--- config.mk ---
export PLATFORM = sky130hd
export DESIGN_NAME = heap_sort_engine_top
export DESIGN_NICKNAME = d
export VERILOG_FILES = /design/src/sv/hse_pkg.sv /design/src/sv/heap_sort_engine_top.sv
export SDC_FILE = /design/constraint.sdc
export NUM_CORES = 2
export LEC_CHECK = 0
export ABC_CLOCK_PERIOD_IN_PS = 11100
export BUFFER_PORTS_ARGS = -buffer_cell sky130_fd_sc_hd__buf_4
export CORE_UTILIZATION = 35
export DETAILED_ROUTE_END_ITERATION = 10
export PLACE_DENSITY = 0.49
export SETUP_SLACK_MARGIN = 0.2
export SYNTH_ARGS = -nofsm -noshare
export SYNTH_HDL_FRONTEND = slang
export SYNTH_SLANG_ARGS = --single-unit
export TNS_END_PERCENT = 30
--- constraint.sdc ---
create_clock -name clock -period 11.1 [get_ports clock]
set_input_delay 0 -clock clock [delete_from_list [all_inputs] [get_ports clock]]
set_output_delay 0 -clock clock [all_outputs]
set_load 0.03 [all_outputs]
--- src/sv/hse_pkg.sv ---
// shared types for the heap sort engine
package hse_pkg;

   // input item: one element of the set
   typedef struct packed {
      logic signed [31:0] value;
      logic               last_in;
   } req_payload_type;

   // result item: one sorted element
   typedef struct packed {
      logic signed [31:0] sorted_value;
      logic               last_out;
      logic               overflowed;
   } rsp_payload_type;

   // sequencer states
   typedef enum logic [3:0] {
      ST_LOAD,
      ST_BUILD_NEXT,
      ST_BUILD_CUR,
      ST_SIFT_ISSUE,
      ST_SIFT_LEFT,
      ST_SIFT_RIGHT,
      ST_EXT_NEXT,
      ST_EXT_LASTV,
      ST_EXT_ROOT,
      ST_OUT_LOAD
   } hse_state_type;

   // which sort pass a sift-down returns to
   typedef enum logic {
      PH_BUILD,
      PH_EXTRACT
   } hse_phase_type;

endpackage

--- src/sv/heap_sort_engine_top.sv ---
// heap sort engine: loads a set into a store, heap-sorts it in place and streams it out
// Loading accepts one item per cycle; items are stalled while a set is sorted or emitted.
// Sorting is done by one sift-down sequencer on a store with one write port and a registered read port:
// each tree level reads the left child, then the right child if there is one, then compares and writes back,
// with about n/2 + n - 1 sift-downs; each root extraction first reads the heap end and then the root.
// Results then follow one per cycle unless the receiver stalls. Reset clears the count, overflow flag,
// sequencer and output valid; the store itself is not cleared and needs no clearing pass.
module heap_sort_engine_top
   import hse_pkg::*;
#(
   parameter int MAX_ELEMENTS = 64
) (
   input  logic            clock,
   input  logic            reset,
   input  logic            req_valid,
   output logic            req_stall,
   input  req_payload_type req_payload,
   output logic            rsp_valid,
   input  logic            rsp_stall,
   output rsp_payload_type rsp_payload
);

   localparam int AW = (MAX_ELEMENTS > 1) ? $clog2(MAX_ELEMENTS) : 1;
   localparam int CW = $clog2(MAX_ELEMENTS + 1);
   localparam int IW = CW + 1;

   // element store
   logic signed [31:0] mem [MAX_ELEMENTS];
   logic               mem_we;
   logic [AW-1:0]      mem_waddr;
   logic signed [31:0] mem_wdata;
   logic [AW-1:0]      mem_raddr;
   logic signed [31:0] rd_data_ff;

   // control and datapath registers
   hse_state_type      state_ff, state_in;
   hse_phase_type      phase_ff, phase_in;
   logic [CW-1:0]      count_ff, count_in;
   logic               ovf_ff, ovf_in;
   logic [AW-1:0]      node_ff, node_in;
   logic [CW-1:0]      size_ff, size_in;
   logic [CW-1:0]      bidx_ff, bidx_in;
   logic [CW-1:0]      end_ff, end_in;
   logic [CW-1:0]      k_ff, k_in;
   logic signed [31:0] cur_ff, cur_in;
   logic signed [31:0] left_ff, left_in;
   logic               rsp_valid_ff, rsp_valid_in;
   rsp_payload_type    rsp_payload_ff, rsp_payload_in;

   // shared decode
   logic               full;
   logic [CW-1:0]      count_next;
   logic [IW-1:0]      left_idx;
   logic [IW-1:0]      right_idx;
   logic               has_left;
   logic               has_right;
   logic               decide;
   logic signed [31:0] pick_val;
   logic [IW-1:0]      pick_idx;
   logic               cur_wins;
   logic               out_free;
   logic               out_last;
   logic [CW-1:0]      k_next;
   hse_state_type      ret_state;

   assign full       = (count_ff == CW'(MAX_ELEMENTS));
   assign count_next = full ? count_ff : count_ff + CW'(1);
   assign left_idx   = IW'({node_ff, 1'b0}) + IW'(1);
   assign right_idx  = left_idx + IW'(1);
   assign has_left   = (left_idx < IW'(size_ff));
   assign has_right  = (right_idx < IW'(size_ff));
   assign out_free   = !rsp_valid_ff || !rsp_stall;
   assign k_next     = k_ff + CW'(1);
   assign out_last   = (k_next == count_ff);
   assign ret_state  = (phase_ff == PH_BUILD) ? ST_BUILD_NEXT : ST_EXT_NEXT;

   // child selection: larger child, right only when strictly greater
   always_comb begin
      decide   = 1'b0;
      pick_val = rd_data_ff;
      pick_idx = left_idx;
      if (state_ff == ST_SIFT_LEFT) begin
         decide = !has_right;
      end else if (state_ff == ST_SIFT_RIGHT) begin
         decide = 1'b1;
         if (rd_data_ff > left_ff) begin
            pick_val = rd_data_ff;
            pick_idx = right_idx;
         end else begin
            pick_val = left_ff;
            pick_idx = left_idx;
         end
      end
   end

   assign cur_wins = (cur_ff > pick_val);

   // next state
   always_comb begin
      state_in = state_ff;
      unique case (state_ff)
         ST_LOAD: begin
            if (req_valid && req_payload.last_in) state_in = ST_BUILD_NEXT;
         end
         ST_BUILD_NEXT: begin
            state_in = (bidx_ff == '0) ? ST_EXT_NEXT : ST_BUILD_CUR;
         end
         ST_BUILD_CUR: state_in = ST_SIFT_ISSUE;
         ST_SIFT_ISSUE: begin
            state_in = has_left ? ST_SIFT_LEFT : ret_state;
         end
         ST_SIFT_LEFT: begin
            if (has_right) state_in = ST_SIFT_RIGHT;
            else           state_in = cur_wins ? ret_state : ST_SIFT_ISSUE;
         end
         ST_SIFT_RIGHT: state_in = cur_wins ? ret_state : ST_SIFT_ISSUE;
         ST_EXT_NEXT: begin
            state_in = (end_ff <= CW'(1)) ? ST_OUT_LOAD : ST_EXT_LASTV;
         end
         ST_EXT_LASTV: state_in = ST_EXT_ROOT;
         ST_EXT_ROOT: state_in = ST_SIFT_ISSUE;
         ST_OUT_LOAD: begin
            if (out_free && out_last) state_in = ST_LOAD;
         end
         default: state_in = ST_LOAD;
      endcase
   end

   // datapath controls and register next values
   always_comb begin
      phase_in       = phase_ff;
      count_in       = count_ff;
      ovf_in         = ovf_ff;
      node_in        = node_ff;
      size_in        = size_ff;
      bidx_in        = bidx_ff;
      end_in         = end_ff;
      k_in           = k_ff;
      cur_in         = cur_ff;
      left_in        = left_ff;
      rsp_valid_in   = rsp_valid_ff && rsp_stall;
      rsp_payload_in = rsp_payload_ff;
      mem_we         = 1'b0;
      mem_waddr      = '0;
      mem_wdata      = '0;
      mem_raddr      = '0;
      unique case (state_ff)
         // store the item, or drop it once the store is full
         ST_LOAD: begin
            if (req_valid) begin
               if (!full) begin
                  mem_we    = 1'b1;
                  mem_waddr = count_ff[AW-1:0];
                  mem_wdata = req_payload.value;
               end else begin
                  ovf_in = 1'b1;
               end
               count_in = count_next;
               if (req_payload.last_in) begin
                  size_in  = count_next;
                  end_in   = count_next;
                  bidx_in  = count_next >> 1;
                  phase_in = PH_BUILD;
               end
            end
         end
         // heap build: next inner node, counting down to the root
         ST_BUILD_NEXT: begin
            if (bidx_ff == '0) begin
               phase_in = PH_EXTRACT;
            end else begin
               bidx_in   = bidx_ff - CW'(1);
               node_in   = AW'(bidx_ff - CW'(1));
               mem_raddr = AW'(bidx_ff - CW'(1));
            end
         end
         ST_BUILD_CUR: cur_in = rd_data_ff;
         // sift-down: fetch left child or settle the value here
         ST_SIFT_ISSUE: begin
            if (has_left) begin
               mem_raddr = left_idx[AW-1:0];
            end else begin
               mem_we    = 1'b1;
               mem_waddr = node_ff;
               mem_wdata = cur_ff;
            end
         end
         ST_SIFT_LEFT, ST_SIFT_RIGHT: begin
            if (state_ff == ST_SIFT_LEFT) left_in = rd_data_ff;
            if (state_ff == ST_SIFT_LEFT && has_right) mem_raddr = right_idx[AW-1:0];
            if (decide) begin
               mem_we    = 1'b1;
               mem_waddr = node_ff;
               if (cur_wins) begin
                  mem_wdata = cur_ff;
               end else begin
                  mem_wdata = pick_val;
                  node_in   = pick_idx[AW-1:0];
               end
            end
         end
         // extraction: read end of heap, then root
         ST_EXT_NEXT: begin
            if (end_ff <= CW'(1)) begin
               k_in = '0;
            end else begin
               mem_raddr = AW'(end_ff - CW'(1));
            end
         end
         ST_EXT_LASTV: cur_in = rd_data_ff;
         // old root goes to the end, old end value sifts from the root
         ST_EXT_ROOT: begin
            mem_we    = 1'b1;
            mem_waddr = AW'(end_ff - CW'(1));
            mem_wdata = rd_data_ff;
            end_in    = end_ff - CW'(1);
            size_in   = end_ff - CW'(1);
            node_in   = '0;
         end
         // stream out in ascending order
         ST_OUT_LOAD: begin
            if (out_free) begin
               rsp_valid_in                = 1'b1;
               rsp_payload_in.sorted_value = rd_data_ff;
               rsp_payload_in.last_out     = out_last;
               rsp_payload_in.overflowed   = ovf_ff;
               k_in                        = k_next;
               mem_raddr                   = AW'(k_next);
               if (out_last) begin
                  count_in = '0;
                  ovf_in   = 1'b0;
               end
            end else begin
               mem_raddr = AW'(k_ff);
            end
         end
         default: ;
      endcase
   end

   // store write and registered read
   always_ff @(posedge clock) begin
      if (mem_we) mem[mem_waddr] <= mem_wdata;
      rd_data_ff <= mem[mem_raddr];
   end

   // control registers
   always_ff @(posedge clock) begin
      if (reset) begin
         state_ff     <= ST_LOAD;
         phase_ff     <= PH_BUILD;
         count_ff     <= '0;
         ovf_ff       <= 1'b0;
         rsp_valid_ff <= 1'b0;
      end else begin
         state_ff     <= state_in;
         phase_ff     <= phase_in;
         count_ff     <= count_in;
         ovf_ff       <= ovf_in;
         rsp_valid_ff <= rsp_valid_in;
      end
   end

   // datapath registers
   always_ff @(posedge clock) begin
      node_ff        <= node_in;
      size_ff        <= size_in;
      bidx_ff        <= bidx_in;
      end_ff         <= end_in;
      k_ff           <= k_in;
      cur_ff         <= cur_in;
      left_ff        <= left_in;
      rsp_payload_ff <= rsp_payload_in;
   end

   assign req_stall   = (state_ff != ST_LOAD);
   assign rsp_valid   = rsp_valid_ff;
   assign rsp_payload = rsp_payload_ff;

endmodule

==> metrics.md <==
| Metric | Value |
|---|---|
| Status | `complete, no violations` |
| CTS max path bufs | `3` |
| # Post-CTS Setup Buffers | `0` |
| Tmin final | `between 8 and 9 ns` |
| CP Cell Sequence | `ha_1 > a21o_1 > a21o_1 > a21oi_1 > o21ai_0 > a22oi_1 > a31oi_1 > o21bai_4 > buf_4 > mux2i_1 > ha_1 > a21o_1 > a211oi_1 > o211ai_1 > a32o_1 > or3_1 > mux2_2 > nand2b_4 > o21ai_4 > buf_4` |
| Mapped Area | `just over 0.09 sq mm` |
| Routed length on met3 | `roughly 26000 um` |
| Commonest cells in the netlist | `2173 x edfxtp_1, 438 x nand4_1, 413 x nand2_1, 407 x clkbuf_1, 230 x a211oi_1` |
| Most frequent cell after synthesis | `edfxtp_1` |
| Crit start category | `flip-flop` |
| Area growth from synthesis to layout | `14.2%` |
| DRT Wirelength | `329000 um` |
| Worst clock skew | `roughly 0.068 ns` |
| Pin count of the biggest net entering global routing | `196` |
| VDD IR max | `between 0.0003 and 0.0004 V` |
| Vias per cell | `between 6 and 7` |
| Drt first-iter violations | `just under 7000` |
| Hold buffer count at cts | `23` |
| Die Span X | `just over 500 um` |
| H-tree depth | `4` |
| Clock Tree Root | `clkbuf_16` |
| Hold Path End | `mem[20][28]` |
| Worst rel slew slack | `between 6 and 7%` |
| Cell taking the most area after synthesis | `edfxtp_1` |
| Avg Cell Area, Syn | `15.3 sq um` |
| RePlAce Congestion | `around 0.84` |
| P_int | `roughly 16000 uW` |
| Met1 Wirelength | `140000 um` |
| I/O pins | `73` |
| Net switching power | `8950 uW` |
| Clk pwr share | `29.9%` |
| Vias | `59564` |
| Unrepaired setup endpoints after global routing | `no` |
| Post-DRT Antenna Nets | `0` |
| Routed len/inst | `between 30 and 40 um` |
| Yosys warns | `0` |
| Crit path required time | `approximately 12 ns` |
| # rows | `187` |
| Syn_nets | `between 6000 and 7000` |
| Post-synth EDFFs | `approximately 2200` |
| Vias in the first global route | `57358` |
| First-pass GRT wire length | `459000 um` |
| Seq cells post-synth | `approximately 2200` |
| First-pass iteration count of the detailed router | `6` |
| Ratio of cells with drive above 1 in the final layout | `13.7%` |
| Period utilisation layout | `a little over 70%` |
| Main synth FF type | `edfxtp_1` |
| Tot GR Track Use | `around a quarter` |
| Slowest-stage cell, CP | `o21ai_4` |
| Max Freq | `approximately 120 MHz` |
| CTS buffer count | `roughly 230` |
| Slew Viols, Final | `0` |
| Sequential Power Share | `40.7%` |
| Most frequent CP cell | `a21o_1` |
| CTS clk-pin slew, worst paths | `about 0.06 ns` |
| Die Y | `~500 um` |
| Seq/Total Area, Yosys | `slightly above 70%` |
| Crit path DAT | `approximately 8.6 ns` |
| Setup CP Type | `flip-flop to flip-flop` |
| Reg2Reg Launch Point | `rd_data_ff[21]` |
| Hold path start | `req_payload[29]` |
| Crit-path max FO | `37` |
| Final setup vio count | `0` |
| Power density over the cells | `roughly 240 mW/mm^2` |
| Post-cts resize count | `0` |
| Cell count after synthesis | `approximately 6000` |
| Critical path's top delay family | `compound AO/OA/AOI/OAI gates` |
| Synth top area share | `between 70% and 80%` |
| Synth cell types | `80` |
| PortBufs | `72` |
| Post-route cell area | `between 0.1 and 0.15 sq mm` |
| Top Metal Used | `met5` |
| Core region area | `0.260 sq mm` |
| R2R Path End | `mem[25][11]` |
| Setup TNS | `0 ns` |
| Initial Util | `a little over a third` |
| Comb power frac | `between 20 and 30%` |
| Worst hold path cell count | `3` |
| Final Hold Viols | `0` |
| Layout net count | `around 6100` |
| Worst Reg-to-Reg Cells | `20` |
| Detail Route met2 WL | `around 150000 um` |
| Initial antenna violation count | `31` |
| R2r setup slk | `about 3.1 ns` |
| Buf/Inv on CP | `2` |
| Sw Share | `between 30% and 40%` |
| Leak | `roughly 0.034 uW` |
| Main area contributors after synthesis | `edfxtp_1 71%, nand4_1 3.0%, mux2i_1 2.2%` |
| Largest stage delay on the critical path | `roughly 1.3 ns` |
| Final HPWL DP | `about 180000 um` |
| Worst Max-Slew Pin Slew | `around 1.4 ns` |
| DP Area | `0.0976 sq mm` |
| Clk sinks | `~2200` |
| Worst hold path class | `input port to flip-flop` |
| DRC Markers | `0` |
| Critical Path Sink Type | `flip-flop` |
| Max-Cap Viols | `0` |
| Total global routing overflow | `0` |
| Die ar. | `between 0.2 and 0.3 sq mm` |
| Clock latency on the worst-skew pair | `~0.91 ns` |
| Post-synth ARST share | `0%` |
| CTS tree | `built` |
-- kinds of logic after synthesis --
family | synth area share, %
fa+ha+maj | 1.16
compound gates | 11.5
simple gates | 7.66
buf+inv | 2.77
xor+xnor | 0.400
mux | 4.60
flops | 71.9
-- cell usage in the layout, fill, tap and decap left out, types with 33 or more instances in the layout --
cell type	synthesis	final
edfxtp_1	2173	2173
nand4_1	438	438
nand2_1	413	412
buf_4	14	274
clkbuf_16	0	235
a211oi_1	230	229
mux2i_1	198	198
a31oi_1	181	181
and3_1	165	165
o21ai_0	190	148
o31ai_1	136	136
o211ai_1	131	131
a311oi_1	102	102
a22o_1	102	102
mux4_2	86	86
ha_1	85	85
nor2_4	0	69
clkinv_1	0	64
a41oi_1	63	63
a221oi_1	57	57
clkbuf_1	407	56
inv_1	55	55
nor2_1	127	54
nand3_1	51	49
a21oi_1	48	47
dfxtp_1	46	46
and4_1	43	42
a21o_1	39	38
clkinv_2	0	33
-- sequential cells by signal, summed over array words and instances (netlist names) --
signal,cells
rd_data_ff,32
count_ff,7
bidx_ff,7
k_ff,7
rsp_payload,34
state_ff,4
rsp_valid,1
ovf_ff,1
left_ff,32
node_ff,6
cur_ff,32
mem,2048
phase_ff,1
end_ff,7
-- routing by layer --
metal  GRT usage (%)  up-vias
met5               0        -
met1            34.1    31408
li1                -    24827
met4            9.70       20
met3            4.27      518
met2            37.6     2791
-- worst max path at each step --
stage              startpoint          end  slack, ns  cells after the start
6_report       rd_data_ff[21]  mem[25][11]       3.07                     20
2_1_floorplan      left_ff[1]   mem[0][10]       3.24                     21
3_5_place_dp   rd_data_ff[21]  mem[54][11]       3.18                     20
5_1_grt        rd_data_ff[21]  mem[25][11]       2.63                     20
4_1_cts           left_ff[22]  mem[25][11]       3.07                     19
3_3_place_gp      left_ff[21]  mem[24][11]       3.19                     21
-- final cells by class --
class / instances / area (sq um)
Multi-Input combinational cell: 3195 / 24400
Sequential cell: 2219 / 66200
Tap cell: 3496 / 4370
Antenna cell: 17 / 42.5
Inverter: 55 / 206
Fill cell: 23669 / 155000
Clock buffer: 293 / 6120
Timing Repair Buffer: 316 / 2670
Clock inverter: 129 / 1110
-- power by group through the flow --
stage | registers [uW] | clock network (uW) | logic [uW]
after floorplan | 10400 | 0 | 4140
after global placement | 10400 | 0 | 7330
after CTS | 10300 | 7630 | 7380
final | 10300 | 7540 | 7420
after detailed placement | 10400 | 0 | 7350
after global routing | 10300 | 7930 | 7780
-- through the flow --
step | worst slack (ns) | hold slack, ns | util (%) | total power (uW) | instances
finish | 3.07 | 0.0796 | 40.4 | 25200 | 9720
global route | 2.63 | 0.0606 | 40.4 | 26000 | 9711
CTS | 3.07 | 0.0106 | 40.3 | 25300 | 9703
detailed placement | 3.18 | 0.227 | 37.5 | 17800 | 9258
global placement | 3.19 | 0.218 | 37.5 | 17700 | 9258
floorplan | 3.24 | 0.0691 | - | 14600 | 6019
-- worst register-to-register path, cell delays in order, from the launching register on --
cell	delay [ns]
dfxtp_1	0.44
ha_1	0.29
a21o_1	0.18
a21o_1	0.17
a21oi_1	0.19
o21ai_0	0.17
a22oi_1	0.36
a31oi_1	0.29
o21bai_4	0.32
buf_4	0.53
mux2i_1	0.48
ha_1	0.33
a21o_1	0.17
a211oi_1	0.24
o211ai_1	0.13
a32o_1	0.27
or3_1	0.36
mux2_2	0.36
nand2b_4	0.55
o21ai_4	1.30
buf_4	0.57
No activity file was read; power rests on OpenSTA's default activity.
